[src/rtl/ldfc_pkg.sv]
package ldfc_pkg;

   localparam int NUM_CHANNELS_DEF = 8;
   localparam int MAX_LEVEL_DEF    = 100;
   localparam int PWM_W            = 12;
   localparam int LEVEL_IN_W       = 8;
   localparam int CH_W             = 3;
   localparam int MODE_W           = 3;
   localparam logic [PWM_W-1:0] PWM_CAP = 12'd4095;
   localparam logic [3:0]       LOW_FILL = 4'hF;

   localparam logic [7:0] RAMP_STEP_RST    = 8'd20;
   localparam logic [6:0] BLINK_LEVEL_RST  = 7'd60;
   localparam logic [7:0] BLINK_FRAMES_RST = 8'd40;

   localparam int CSR_IDX_W = 2;
   localparam int CSR_DAT_W = 8;
   localparam logic [CSR_IDX_W-1:0] CSR_RAMP_STEP    = 2'd0;
   localparam logic [CSR_IDX_W-1:0] CSR_BLINK_LEVEL  = 2'd1;
   localparam logic [CSR_IDX_W-1:0] CSR_BLINK_FRAMES = 2'd2;

   typedef enum logic [MODE_W-1:0] {
      MODE_TICK    = 3'd0,
      MODE_SET     = 3'd1,
      MODE_UP      = 3'd2,
      MODE_DOWN    = 3'd3,
      MODE_ENABLE  = 3'd4,
      MODE_TOGGLE  = 3'd5,
      MODE_BLINK   = 3'd6,
      MODE_LIMITS  = 3'd7
   } mode_type;

   typedef struct packed {
      mode_type          mode;
      logic [CH_W-1:0]   channel;
      logic [LEVEL_IN_W-1:0] level;
      logic              on;
      logic [PWM_W-1:0]  min_value;
      logic [PWM_W-1:0]  max_value;
   } cmd_type;

   typedef struct packed {
      logic [7:0] ramp_step;
      logic [6:0] blink_level;
      logic [7:0] blink_frames;
   } cfg_type;

   function automatic logic [7:0] log_rom(input logic [7:0] a);
      logic [7:0] t [256];
      t = '{
      8'h01,8'h01,8'h01,8'h01,8'h01,8'h01,8'h01,8'h02,8'h02,8'h02,8'h02,8'h03,8'h03,8'h03,8'h04,8'h04,
      8'h04,8'h04,8'h05,8'h05,8'h05,8'h06,8'h06,8'h06,8'h07,8'h07,8'h07,8'h08,8'h08,8'h08,8'h09,8'h09,
      8'h09,8'h0A,8'h0A,8'h0A,8'h0B,8'h0B,8'h0B,8'h0C,8'h0C,8'h0D,8'h0D,8'h0D,8'h0E,8'h0E,8'h0E,8'h0F,
      8'h0F,8'h10,8'h10,8'h10,8'h11,8'h11,8'h12,8'h12,8'h12,8'h13,8'h13,8'h14,8'h14,8'h15,8'h15,8'h16,
      8'h16,8'h16,8'h17,8'h17,8'h18,8'h18,8'h19,8'h19,8'h1A,8'h1A,8'h1B,8'h1B,8'h1C,8'h1C,8'h1D,8'h1D,
      8'h1E,8'h1E,8'h1F,8'h1F,8'h20,8'h21,8'h21,8'h22,8'h22,8'h23,8'h23,8'h24,8'h25,8'h25,8'h26,8'h26,
      8'h27,8'h28,8'h28,8'h29,8'h29,8'h2A,8'h2B,8'h2B,8'h2C,8'h2D,8'h2D,8'h2E,8'h2F,8'h2F,8'h30,8'h31,
      8'h31,8'h32,8'h33,8'h34,8'h34,8'h35,8'h36,8'h37,8'h37,8'h38,8'h39,8'h3A,8'h3A,8'h3B,8'h3C,8'h3D,
      8'h3E,8'h3E,8'h3F,8'h40,8'h41,8'h42,8'h43,8'h43,8'h44,8'h45,8'h46,8'h47,8'h48,8'h49,8'h4A,8'h4B,
      8'h4C,8'h4D,8'h4D,8'h4E,8'h4F,8'h50,8'h51,8'h52,8'h53,8'h54,8'h55,8'h56,8'h57,8'h59,8'h5A,8'h5B,
      8'h5C,8'h5D,8'h5E,8'h5F,8'h60,8'h61,8'h62,8'h64,8'h65,8'h66,8'h67,8'h68,8'h69,8'h6B,8'h6C,8'h6D,
      8'h6E,8'h70,8'h71,8'h72,8'h73,8'h75,8'h76,8'h77,8'h79,8'h7A,8'h7B,8'h7D,8'h7E,8'h80,8'h81,8'h82,
      8'h84,8'h85,8'h87,8'h88,8'h8A,8'h8B,8'h8D,8'h8E,8'h90,8'h91,8'h93,8'h95,8'h96,8'h98,8'h9A,8'h9B,
      8'h9D,8'h9E,8'hA0,8'hA2,8'hA4,8'hA5,8'hA7,8'hA9,8'hAB,8'hAC,8'hAE,8'hB0,8'hB2,8'hB4,8'hB6,8'hB8,
      8'hBA,8'hBB,8'hBD,8'hBF,8'hC1,8'hC3,8'hC5,8'hC7,8'hCA,8'hCC,8'hCE,8'hD0,8'hD2,8'hD4,8'hD6,8'hD9,
      8'hDB,8'hDD,8'hDF,8'hE2,8'hE4,8'hE6,8'hE8,8'hEB,8'hED,8'hF0,8'hF2,8'hF4,8'hF7,8'hF9,8'hFC,8'hFF};
      return t[a];
   endfunction

endpackage

[src/rtl/ldfc_front.sv]
module ldfc_front #(
   parameter int NUM_CHANNELS = ldfc_pkg::NUM_CHANNELS_DEF
) (
   input  logic             clock,
   input  logic             reset,
   input  logic             in_valid,
   output logic             in_ready,
   input  ldfc_pkg::cmd_type in_cmd,
   output logic             q_valid,
   input  logic             q_ready,
   output ldfc_pkg::cmd_type q_cmd
);
   import ldfc_pkg::*;

   localparam int DEPTH = 2;

   cmd_type    mem_ff [DEPTH];
   logic       wr_ptr_ff, wr_ptr_in, rd_ptr_ff, rd_ptr_in;
   logic [1:0] count_ff, count_in;
   logic       in_range, push, pop;

   // drop commands to absent channels, ticks always pass
   assign in_range = (in_cmd.mode == MODE_TICK) || (32'(in_cmd.channel) < NUM_CHANNELS);
   assign in_ready = (count_ff != 2'(DEPTH));
   assign push     = in_valid && in_ready && in_range;
   assign q_valid  = (count_ff != 2'd0);
   assign pop      = q_valid && q_ready;
   assign q_cmd    = mem_ff[rd_ptr_ff];

   always_comb begin
      wr_ptr_in = wr_ptr_ff ^ push;
      rd_ptr_in = rd_ptr_ff ^ pop;
      count_in  = count_ff + {1'b0, push} - {1'b0, pop};
   end

   always_ff @(posedge clock) begin
      if (reset) begin
         wr_ptr_ff <= 1'b0;
         rd_ptr_ff <= 1'b0;
         count_ff  <= 2'd0;
      end else begin
         wr_ptr_ff <= wr_ptr_in;
         rd_ptr_ff <= rd_ptr_in;
         count_ff  <= count_in;
      end
      if (push) begin
         mem_ff[wr_ptr_ff] <= in_cmd;
      end
   end
endmodule

[src/rtl/ldfc_back.sv]
module ldfc_back #(
   parameter int NUM_CHANNELS = ldfc_pkg::NUM_CHANNELS_DEF,
   parameter int MAX_LEVEL    = ldfc_pkg::MAX_LEVEL_DEF
) (
   input  logic               clock,
   input  logic               reset,
   input  ldfc_pkg::cfg_type  cfg,
   input  logic               q_valid,
   output logic               q_ready,
   input  ldfc_pkg::cmd_type  q_cmd,
   output logic               rsp_tvalid,
   input  logic               rsp_tready,
   output logic [15:0]        rsp_tdata,
   output logic               rsp_tlast
);
   import ldfc_pkg::*;

   localparam int CI_W  = (NUM_CHANNELS > 1) ? $clog2(NUM_CHANNELS) : 1;
   localparam int LV_W  = $clog2(MAX_LEVEL + 1);
   localparam int RES_CAP = 16;
   localparam logic [LV_W-1:0] MAXL = LV_W'(MAX_LEVEL);
   localparam int RECIP_SH = 20;
   localparam int RECIP    = (2**RECIP_SH + MAX_LEVEL - 1) / MAX_LEVEL;
   localparam logic [PWM_W-1:0] QUOT_RST = PWM_W'((int'(PWM_CAP) - 1) / MAX_LEVEL);

   typedef enum logic [2:0] {
      S_IDLE, S_TGT1, S_TGT2, S_RAMP, S_BLINK, S_EMIT, S_BTGT1, S_BTGT2
   } state_type;

   state_type state_ff;
   logic [LV_W-1:0]  level_ff   [NUM_CHANNELS];
   logic [PWM_W-1:0] cur_ff     [NUM_CHANNELS];
   logic [PWM_W-1:0] min_ff     [NUM_CHANNELS];
   logic [PWM_W-1:0] max_ff     [NUM_CHANNELS];
   logic [PWM_W-1:0] quot_ff    [NUM_CHANNELS];
   logic [7:0]       bcnt_ff    [NUM_CHANNELS];
   logic [NUM_CHANNELS-1:0] en_ff, bflag_ff;

   logic [CI_W-1:0]  idx_ff;
   logic [4:0]       nres_ff;
   logic             blink_phase_ff;
   logic [LV_W-1:0]  tlvl_ff;
   logic [PWM_W-1:0] lin_ff, tgt_ff;
   logic             o_valid_ff, o_last_ff;
   logic [CH_W-1:0]  o_ch_ff;
   logic [PWM_W-1:0] o_pwm_ff;
   // pending write, waits in S_EMIT
   logic [CH_W-1:0]  p_ch_ff;
   logic [PWM_W-1:0] p_pwm_ff;
   logic             p_last_ff;
   logic             p_drop_ff;
   state_type        ret_ff;
   // deferred write: written to output only once next is known
   logic             hold_ff;
   logic [CH_W-1:0]  h_ch_ff;
   logic [PWM_W-1:0] h_pwm_ff;

   logic [PWM_W-1:0] quot, lo, hi;
   logic [PWM_W-1:0] lim_span, lim_quot;
   logic [31:0]      lim_prod;
   logic [PWM_W-1:0] lin_sum;
   logic [19:0]      prod;
   logic [PWM_W-1:0] lt;
   logic [PWM_W:0]   up, dn;
   logic [PWM_W-1:0] c_cur, c_tgt, nxt;
   logic [7:0]       dec_cnt;
   logic             last_idx;
   logic             out_free;
   logic             o_load;

   // span step of a limits command, by reciprocal multiplication
   assign lim_span = (q_cmd.max_value > q_cmd.min_value)
                     ? q_cmd.max_value - q_cmd.min_value : '0;
   assign lim_prod = 32'(lim_span) * 32'(RECIP);
   assign lim_quot = PWM_W'(lim_prod >> RECIP_SH);

   assign lo = min_ff[idx_ff];
   assign hi = max_ff[idx_ff];
   assign quot = quot_ff[idx_ff];
   assign prod = 20'(tlvl_ff) * 20'(quot + 12'd1);
   assign lin_sum = (prod > 20'(PWM_CAP) || (21'(lo) + 21'(prod)) > 21'(PWM_CAP))
                    ? PWM_CAP : lo + prod[PWM_W-1:0];
   assign lt = {log_rom(lin_ff[11:4]), LOW_FILL};
   assign c_cur = cur_ff[idx_ff];
   assign c_tgt = tgt_ff;
   assign up = 13'(c_cur) + 13'(cfg.ramp_step);
   assign dn = 13'(c_tgt) + 13'(cfg.ramp_step);
   assign nxt = (c_tgt > c_cur) ? ((up <= 13'(c_tgt)) ? up[PWM_W-1:0] : c_tgt)
                : ((13'(c_cur) >= dn) ? c_cur - 12'(cfg.ramp_step) : c_tgt);
   assign dec_cnt = (bcnt_ff[idx_ff] != 8'd0) ? bcnt_ff[idx_ff] - 8'd1 : 8'd0;
   assign last_idx = (32'(idx_ff) == NUM_CHANNELS - 1);
   assign out_free = !o_valid_ff || rsp_tready;
   assign o_load   = out_free && ((state_ff == S_IDLE && hold_ff) ||
                     (state_ff == S_EMIT && !p_drop_ff && (p_last_ff || hold_ff)));

   assign q_ready    = (state_ff == S_IDLE) && !hold_ff;
   assign rsp_tvalid = o_valid_ff;
   assign rsp_tdata  = {1'b0, o_pwm_ff, o_ch_ff};
   assign rsp_tlast  = o_last_ff;

   always_ff @(posedge clock) begin
      if (reset) begin
         state_ff   <= S_IDLE;
         en_ff      <= '0;
         bflag_ff   <= '0;
         o_valid_ff <= 1'b0;
         hold_ff    <= 1'b0;
         for (int i = 0; i < NUM_CHANNELS; i++) begin
            level_ff[i] <= '0;
            cur_ff[i]   <= 12'd1;
            min_ff[i]   <= 12'd1;
            max_ff[i]   <= PWM_CAP;
            quot_ff[i]  <= QUOT_RST;
            bcnt_ff[i]  <= '0;
         end
      end else begin
         if (o_valid_ff && rsp_tready && !o_load) begin
            o_valid_ff <= 1'b0;
         end
         case (state_ff)
            S_IDLE: begin
               if (q_valid && !hold_ff) begin
                  idx_ff <= (q_cmd.mode == MODE_TICK) ? '0 : CI_W'(q_cmd.channel);
                  case (q_cmd.mode)
                     MODE_TICK: begin
                        nres_ff        <= '0;
                        blink_phase_ff <= 1'b0;
                        state_ff       <= S_TGT1;
                     end
                     MODE_SET: level_ff[CI_W'(q_cmd.channel)] <=
                        (q_cmd.level > 8'(MAX_LEVEL)) ? MAXL : LV_W'(q_cmd.level);
                     MODE_UP: begin
                        if (MAXL - level_ff[CI_W'(q_cmd.channel)] > LV_W'(1))
                           level_ff[CI_W'(q_cmd.channel)] <=
                              level_ff[CI_W'(q_cmd.channel)] + LV_W'(1);
                        else level_ff[CI_W'(q_cmd.channel)] <= MAXL;
                     end
                     MODE_DOWN: begin
                        if (level_ff[CI_W'(q_cmd.channel)] > LV_W'(1))
                           level_ff[CI_W'(q_cmd.channel)] <=
                              level_ff[CI_W'(q_cmd.channel)] - LV_W'(1);
                        else level_ff[CI_W'(q_cmd.channel)] <= '0;
                     end
                     MODE_ENABLE: en_ff[CI_W'(q_cmd.channel)] <= q_cmd.on;
                     MODE_TOGGLE: en_ff[CI_W'(q_cmd.channel)] <=
                        !en_ff[CI_W'(q_cmd.channel)];
                     MODE_BLINK: begin
                        tlvl_ff  <= (cfg.blink_level > 7'(MAX_LEVEL)) ? MAXL
                                    : LV_W'(cfg.blink_level);
                        state_ff <= S_BTGT1;
                     end
                     default: begin
                        min_ff[CI_W'(q_cmd.channel)]  <= q_cmd.min_value;
                        max_ff[CI_W'(q_cmd.channel)]  <= q_cmd.max_value;
                        quot_ff[CI_W'(q_cmd.channel)] <= lim_quot;
                     end
                  endcase
                  if (q_cmd.mode == MODE_TICK) begin
                     tlvl_ff <= level_ff[0];
                  end
               end else if (hold_ff && out_free) begin
                  o_valid_ff <= 1'b1;
                  o_ch_ff    <= h_ch_ff;
                  o_pwm_ff   <= h_pwm_ff;
                  o_last_ff  <= 1'b1;
                  hold_ff    <= 1'b0;
               end
            end
            S_TGT1, S_BTGT1: begin
               lin_ff   <= lin_sum;
               state_ff <= (state_ff == S_TGT1) ? S_TGT2 : S_BTGT2;
            end
            S_BTGT2: begin
               p_ch_ff   <= CH_W'(idx_ff);
               p_pwm_ff  <= (lt > hi) ? hi : lt;
               p_last_ff <= 1'b1;
               p_drop_ff <= 1'b0;
               bflag_ff[idx_ff] <= 1'b1;
               bcnt_ff[idx_ff]  <= cfg.blink_frames;
               ret_ff    <= S_IDLE;
               state_ff  <= S_EMIT;
            end
            S_TGT2: begin
               tgt_ff   <= en_ff[idx_ff] ? ((lt > hi) ? hi : lt) : '0;
               state_ff <= S_RAMP;
            end
            S_RAMP: begin
               if (c_tgt != c_cur) begin
                  cur_ff[idx_ff] <= nxt;
                  p_ch_ff   <= CH_W'(idx_ff);
                  p_pwm_ff  <= nxt;
                  p_last_ff <= 1'b0;
                  p_drop_ff <= (nres_ff >= 5'(RES_CAP));
                  if (nres_ff < 5'(RES_CAP)) nres_ff <= nres_ff + 5'd1;
                  state_ff  <= S_EMIT;
               end else begin
                  state_ff <= last_idx ? S_BLINK : S_TGT1;
               end
               if (last_idx) begin
                  ret_ff <= S_BLINK;
                  idx_ff <= '0;
                  blink_phase_ff <= 1'b1;
               end else begin
                  ret_ff  <= S_TGT1;
                  idx_ff  <= idx_ff + CI_W'(1);
                  tlvl_ff <= level_ff[idx_ff + CI_W'(1)];
               end
            end
            S_BLINK: begin
               if (bflag_ff == '0 && !blink_phase_ff) begin
                  state_ff <= S_IDLE;
               end else if (bflag_ff == '0 && idx_ff == '0) begin
                  state_ff <= S_IDLE;
               end else begin
                  bcnt_ff[idx_ff] <= dec_cnt;
                  if (bflag_ff[idx_ff] && dec_cnt == 8'd0) begin
                     cur_ff[idx_ff]   <= max_ff[idx_ff];
                     bflag_ff[idx_ff] <= 1'b0;
                     p_ch_ff   <= CH_W'(idx_ff);
                     p_pwm_ff  <= max_ff[idx_ff];
                     p_last_ff <= 1'b0;
                     p_drop_ff <= (nres_ff >= 5'(RES_CAP));
                     if (nres_ff < 5'(RES_CAP)) nres_ff <= nres_ff + 5'd1;
                     state_ff  <= S_EMIT;
                     ret_ff    <= last_idx ? S_IDLE : S_BLINK;
                  end else if (last_idx) begin
                     state_ff <= S_IDLE;
                  end
                  blink_phase_ff <= 1'b0;
                  idx_ff <= last_idx ? '0 : idx_ff + CI_W'(1);
               end
            end
            S_EMIT: begin
               // keep one write back so its last flag can be set at the end
               if (p_drop_ff) begin
                  state_ff <= ret_ff;
               end else if (p_last_ff) begin
                  if (out_free) begin
                     o_valid_ff <= 1'b1;
                     o_ch_ff    <= p_ch_ff;
                     o_pwm_ff   <= p_pwm_ff;
                     o_last_ff  <= 1'b1;
                     state_ff   <= ret_ff;
                  end
               end else if (!hold_ff) begin
                  hold_ff  <= 1'b1;
                  h_ch_ff  <= p_ch_ff;
                  h_pwm_ff <= p_pwm_ff;
                  state_ff <= ret_ff;
               end else if (out_free) begin
                  o_valid_ff <= 1'b1;
                  o_ch_ff    <= h_ch_ff;
                  o_pwm_ff   <= h_pwm_ff;
                  o_last_ff  <= 1'b0;
                  h_ch_ff    <= p_ch_ff;
                  h_pwm_ff   <= p_pwm_ff;
                  state_ff   <= ret_ff;
               end
               if (ret_ff == S_BLINK && blink_phase_ff) begin
                  blink_phase_ff <= 1'b1;
               end
            end
            default: state_ff <= S_IDLE;
         endcase
      end
   end
endmodule

[src/rtl/log_dimmer_fade_controller_top.sv]
// Multichannel LED dimmer with logarithmic fade.
// Commands enter on req_ (mode, channel, level, on, min and max limits); PWM
// writes leave on rsp_ as channel and 12-bit duty, tlast on the final write
// of a command. Only frame ticks and blink commands produce writes.
// csr_ writes ramp_step, blink_level and blink_frames; the user must do so
// only while the block is idle, which the block itself does not enforce.
// A two-entry command queue sits in front of the channel sequencer, so
// commands are taken while the sequencer is busy. State updates are
// registered as the command leaves the queue; a blink write passes through
// the S_BTGT1, S_BTGT2 and S_EMIT states before it reaches rsp_.
// A tick takes each channel through S_TGT1, S_TGT2 and S_RAMP in the ramp
// pass and, when a blink is pending, through S_BLINK in the blink pass, with
// an S_EMIT step per write; a single shared target datapath serves them all.
// Each tick write is held one step back so its tlast can be known; a stalled
// receiver holds the output register and halts the sequencer.
// Reset sets levels to 0, all channels disabled, current and minimum PWM to
// one, maximum PWM to 4095 and clears blinks.
module log_dimmer_fade_controller_top #(
   parameter int NUM_CHANNELS = ldfc_pkg::NUM_CHANNELS_DEF,
   parameter int MAX_LEVEL    = ldfc_pkg::MAX_LEVEL_DEF
) (
   input  logic        clock,
   input  logic        reset,
   input  logic        req_tvalid,
   output logic        req_tready,
   // mode[2:0], channel[5:3], level[13:6], on[14], min_value[26:15], max_value[38:27]
   input  logic [39:0] req_tdata,
   output logic        rsp_tvalid,
   input  logic        rsp_tready,
   // out_channel[2:0], pwm_value[14:3]
   output logic [15:0] rsp_tdata,
   output logic        rsp_tlast,
   input  logic        csr_we,
   input  logic [ldfc_pkg::CSR_IDX_W-1:0] csr_index,
   input  logic [ldfc_pkg::CSR_DAT_W-1:0] csr_wdata
);
   import ldfc_pkg::*;

   cmd_type cmd, q_cmd;
   cfg_type cfg_ff;
   logic    q_valid, q_ready;

   assign cmd.mode      = mode_type'(req_tdata[2:0]);
   assign cmd.channel   = req_tdata[5:3];
   assign cmd.level     = req_tdata[13:6];
   assign cmd.on        = req_tdata[14];
   assign cmd.min_value = req_tdata[26:15];
   assign cmd.max_value = req_tdata[38:27];

   always_ff @(posedge clock) begin
      if (reset) begin
         cfg_ff.ramp_step    <= RAMP_STEP_RST;
         cfg_ff.blink_level  <= BLINK_LEVEL_RST;
         cfg_ff.blink_frames <= BLINK_FRAMES_RST;
      end else if (csr_we) begin
         case (csr_index)
            CSR_RAMP_STEP:    cfg_ff.ramp_step    <= csr_wdata;
            CSR_BLINK_LEVEL:  cfg_ff.blink_level  <= csr_wdata[6:0];
            CSR_BLINK_FRAMES: cfg_ff.blink_frames <= csr_wdata;
            default: ;
         endcase
      end
   end

   ldfc_front #(.NUM_CHANNELS(NUM_CHANNELS)) u_front (
      .clock(clock), .reset(reset),
      .in_valid(req_tvalid), .in_ready(req_tready), .in_cmd(cmd),
      .q_valid(q_valid), .q_ready(q_ready), .q_cmd(q_cmd)
   );

   ldfc_back #(.NUM_CHANNELS(NUM_CHANNELS), .MAX_LEVEL(MAX_LEVEL)) u_back (
      .clock(clock), .reset(reset), .cfg(cfg_ff),
      .q_valid(q_valid), .q_ready(q_ready), .q_cmd(q_cmd),
      .rsp_tvalid(rsp_tvalid), .rsp_tready(rsp_tready),
      .rsp_tdata(rsp_tdata), .rsp_tlast(rsp_tlast)
   );
endmodule

[config.mk]
export PLATFORM = sky130hd
export DESIGN_NAME = log_dimmer_fade_controller_top
export DESIGN_NICKNAME = d
export VERILOG_FILES = /design/src/rtl/ldfc_pkg.sv /design/src/rtl/ldfc_front.sv /design/src/rtl/ldfc_back.sv /design/src/rtl/log_dimmer_fade_controller_top.sv
export SDC_FILE = /design/constraint.sdc
export NUM_CORES = 2
export LEC_CHECK = 0
export ABC_AREA = 0
export BUFFER_PORTS_ARGS = -buffer_cell sky130_fd_sc_hd__buf_2
export CAP_MARGIN = 5
export CORE_MARGIN = 2
export CORE_UTILIZATION = 55
export DETAILED_ROUTE_END_ITERATION = 16
export HOLD_SLACK_MARGIN = 0.12
export PLACE_DENSITY = 0.74
export SLEW_MARGIN = 30
export SYNTH_ARGS = -nofsm -noshare
export SYNTH_HDL_FRONTEND = slang
export SYNTH_SLANG_ARGS = --single-unit
[constraint.sdc]
create_clock -name clock -period 25.3 [get_ports clock]
set_input_delay 5.06 -clock clock [delete_from_list [all_inputs] [get_ports clock]]
set_output_delay 5.06 -clock clock [all_outputs]
set_load 0.05 [all_outputs]
==> impl_metrics.json <==
{
  "slew_viol_final": 0,
  "synth_edf_count": 620,
  "synth_nets": 3775,
  "dpl_cell_area_um2": 40800,
  "gp_congestion": 0.908,
  "die_w_um": 272,
  "r2r_slack_ns": 15.49,
  "grt_max_degree": 75,
  "numCtsBuffers": 73,
  "critPathSlowestCell": "mux2i_1",
  "layout_commonest_cell": "edfxtp_1",
  "fin_ws_ns": 15.49,
  "fin_worst_skew_ns": 0.0322,
  "fin_crit_ns": 9.81,
  "die_y_um": 272,
  "cts_tree": "built",
  "drive_gt1_frac": 0.138,
  "synthDistinctLibCells": 95,
  "ys_seq_elements": 671,
  "grt_util_all_layers": 0.256,
  "seq_area_frac_synth": 0.496,
  "grt_pass1_vias": 26172,
  "drt.antenna.violating_nets": 0,
  "cp_data_arrival_time_ns": 10.15,
  "port_buffers": 71,
  "layout.nets": 3804,
  "cts_buffer_depth": 3,
  "dp_hpwl_um": 65900,
  "vias": 26858,
  "dp_slack_ns": 15.59,
  "cts_hold_buf": 0,
  "tns_ns": 0,
  "viasPerCell": 6.03,
  "finalInstanceArea_um2": 43200,
  "fp-row-count": 98,
  "fin_util": 0.606,
  "end_kind": "flip-flop",
  "cts_resized": 0,
  "yosys_warnings": 0,
  "area_growth_pct": 9.23,
  "cp-start-kind": "flip-flop",
  "worstSetupStartpoint": "u_front.rd_ptr_ff",
  "setup_viol": 0,
  "start_util": 0.555,
  "worstSkewPairLatency_ns": 0.65,
  "drtIter0Drc": 2610,
  "synthCells": 3413,
  "status": "completed",
  "grt_overflow_total": 0,
  "clkSinkCount": 671,
  "synthArstFlopShare": 0,
  "rsz0062_at_grt": "false",
  "first_pass_iters": 6,
  "r2r_cells": 31,
  "finalCritPeriodShare": 0.388,
  "syn_avg_cell_area_um2": 11.6,
  "r2r-end": "u_back.quot_ff[1][4]",
  "wirelength_um": 94600,
  "max_freq_ghz": 0.102,
  "die_area_um2": 74100,
  "final_cell_mix": "edfxtp_1 (620), nor2_1 (504), nand2_1 (307)",
  "cp.required_ns": 25.64,
  "max_cap_violations": 0,
  "relSlewSlack": 0.320,
  "cts_root_buf": "clkbuf_16",
  "core_um2": 71400,
  "cp_max_fo": 24,
  "antenna_found_initial": 1,
  "finalHoldViolCount": 0,
  "htreeDepth": 3,
  "endpoint": "u_back.quot_ff[1][4]",
  "crit_type": "flip-flop to flip-flop",
  "cts_setup_buffers": 0,
  "grt_pass1_wl_um": 147000,
  "worst_pin_slew_ns": 1.02,
  "wl_per_cell_um": 21.2,
  "pin_count": 74,
  "synth-main-ff-cell": "edfxtp_1",
  "clkSlewWorstSetupHoldPaths_ns": 0.06,
  "holdCritPathClass": "flip-flop to flip-flop",
  "nFillCells": 5587,
  "netlist_area_um2": 39600,
  "drc_errors": 0,
  "reg2reg_from": "u_front.rd_ptr_ff",
  "slowest_delay_ns": 0.78
}
[Yosys cell counts, types with 59 or more instances]
library cell,n,area share
nand2_1,307,0.029
o21ai_0,115,0.015
nand2b_1,59,0.0093
inv_1,223,0.021
mux4_2,121,0.069
nor2_1,504,0.048
ha_1,232,0.073
fa_1,75,0.038
a21oi_1,133,0.017
mux2i_1,108,0.027
nor3_1,60,0.0076
clkbuf_1,103,0.0098
edfxtp_1,620,0.47
[stage by stage]
stage	hold slack (ns)	instances
global placement	0.435	4315
detailed placement	0.433	4315
finish	0.447	4453
CTS	0.447	4450
floorplan	0.422	3413
global route	0.466	4452
[layer usage]
metal | vias to the layer above | wire [µm] | GRT usage
li1 | 12441 | - | -
met1 | 13122 | 38400 | 0.342
met2 | 1128 | 45700 | 0.425
met3 | 167 | 7610 | 0.0421
met4 | 0 | 2850 | 0.0912
met5 | - | 0 | 0
[sequential cells by signal, indices dropped and copies added, names as in the netlist, 12 cells and up, named ones only]
| register | count |
|---|---|
| u_back.max_ff | 96 |
| u_back.o_pwm_ff | 12 |
| u_back.c_tgt | 12 |
| u_back.quot_ff | 48 |
| u_back.p_pwm_ff | 12 |
| u_back.cur_ff | 96 |
| u_back.bcnt_ff | 64 |
| u_back.min_ff | 96 |
| cfg_ff | 23 |
| u_back.level_ff | 56 |
| u_back.h_pwm_ff | 12 |
| u_front.mem_ff | 78 |
[worst max-delay path, delay by kind of cell, from the launching register on]
kind | cells | cell delay, ns
AND/OR/NAND/NOR | 2 | 0.36
multiplexers | 1 | 0.78
flip-flops | 1 | 0.65
adder cells (fa/ha/maj) | 7 | 3.41
XOR/XNOR | 1 | 0.67
AO/OA/AOI/OAI | 17 | 3.15
buffers and inverters | 3 | 0.47
[final cells by class]
| type | instances | area [µm²] | area share |
|---|---|---|---|
| Multi-Input combinational cell | 2368 | 18600 | 0.429 |
| Antenna cell | 1 | 2.50 | 0.0000579 |
| Clock buffer | 94 | 1920 | 0.0443 |
| Tap cell | 950 | 1190 | 0.0275 |
| Timing Repair Buffer | 103 | 622 | 0.0144 |
| Clock inverter | 41 | 445 | 0.0103 |
| Sequential cell | 671 | 19700 | 0.455 |
| Inverter | 225 | 845 | 0.0195 |
[how the worst min path moves through the flow]
| stage | start | to | slack (ns) | cells after the start |
|---|---|---|---|---|
| floorplan | u_back.p_ch_ff[0] | u_back.h_ch_ff[0] | 0.42 | 0 |
| global placement | u_back.p_pwm_ff[0] | u_back.h_pwm_ff[0] | 0.44 | 0 |
| detailed placement | u_back.p_pwm_ff[0] | u_back.h_pwm_ff[0] | 0.43 | 0 |
| CTS | u_back.p_pwm_ff[0] | u_back.h_pwm_ff[0] | 0.45 | 0 |
| global route | u_back.p_pwm_ff[3] | u_back.h_pwm_ff[3] | 0.47 | 0 |
| finish | u_back.p_pwm_ff[0] | u_back.h_pwm_ff[0] | 0.45 | 0 |
[logic make-up after synthesis]
logic type      Yosys count  synth area share
mux                     294             0.117
buf+inv                 374            0.0383
compound gates          525            0.0885
other cells               1         0.0000948
fa+ha+maj               307             0.111
xor+xnor                 73            0.0162
flops                   671             0.496
simple gates           1168             0.132
Power is left out: the tool's default activity adds up to more than one toggle a clock period on the data nets, which glitch-free logic cannot reach.
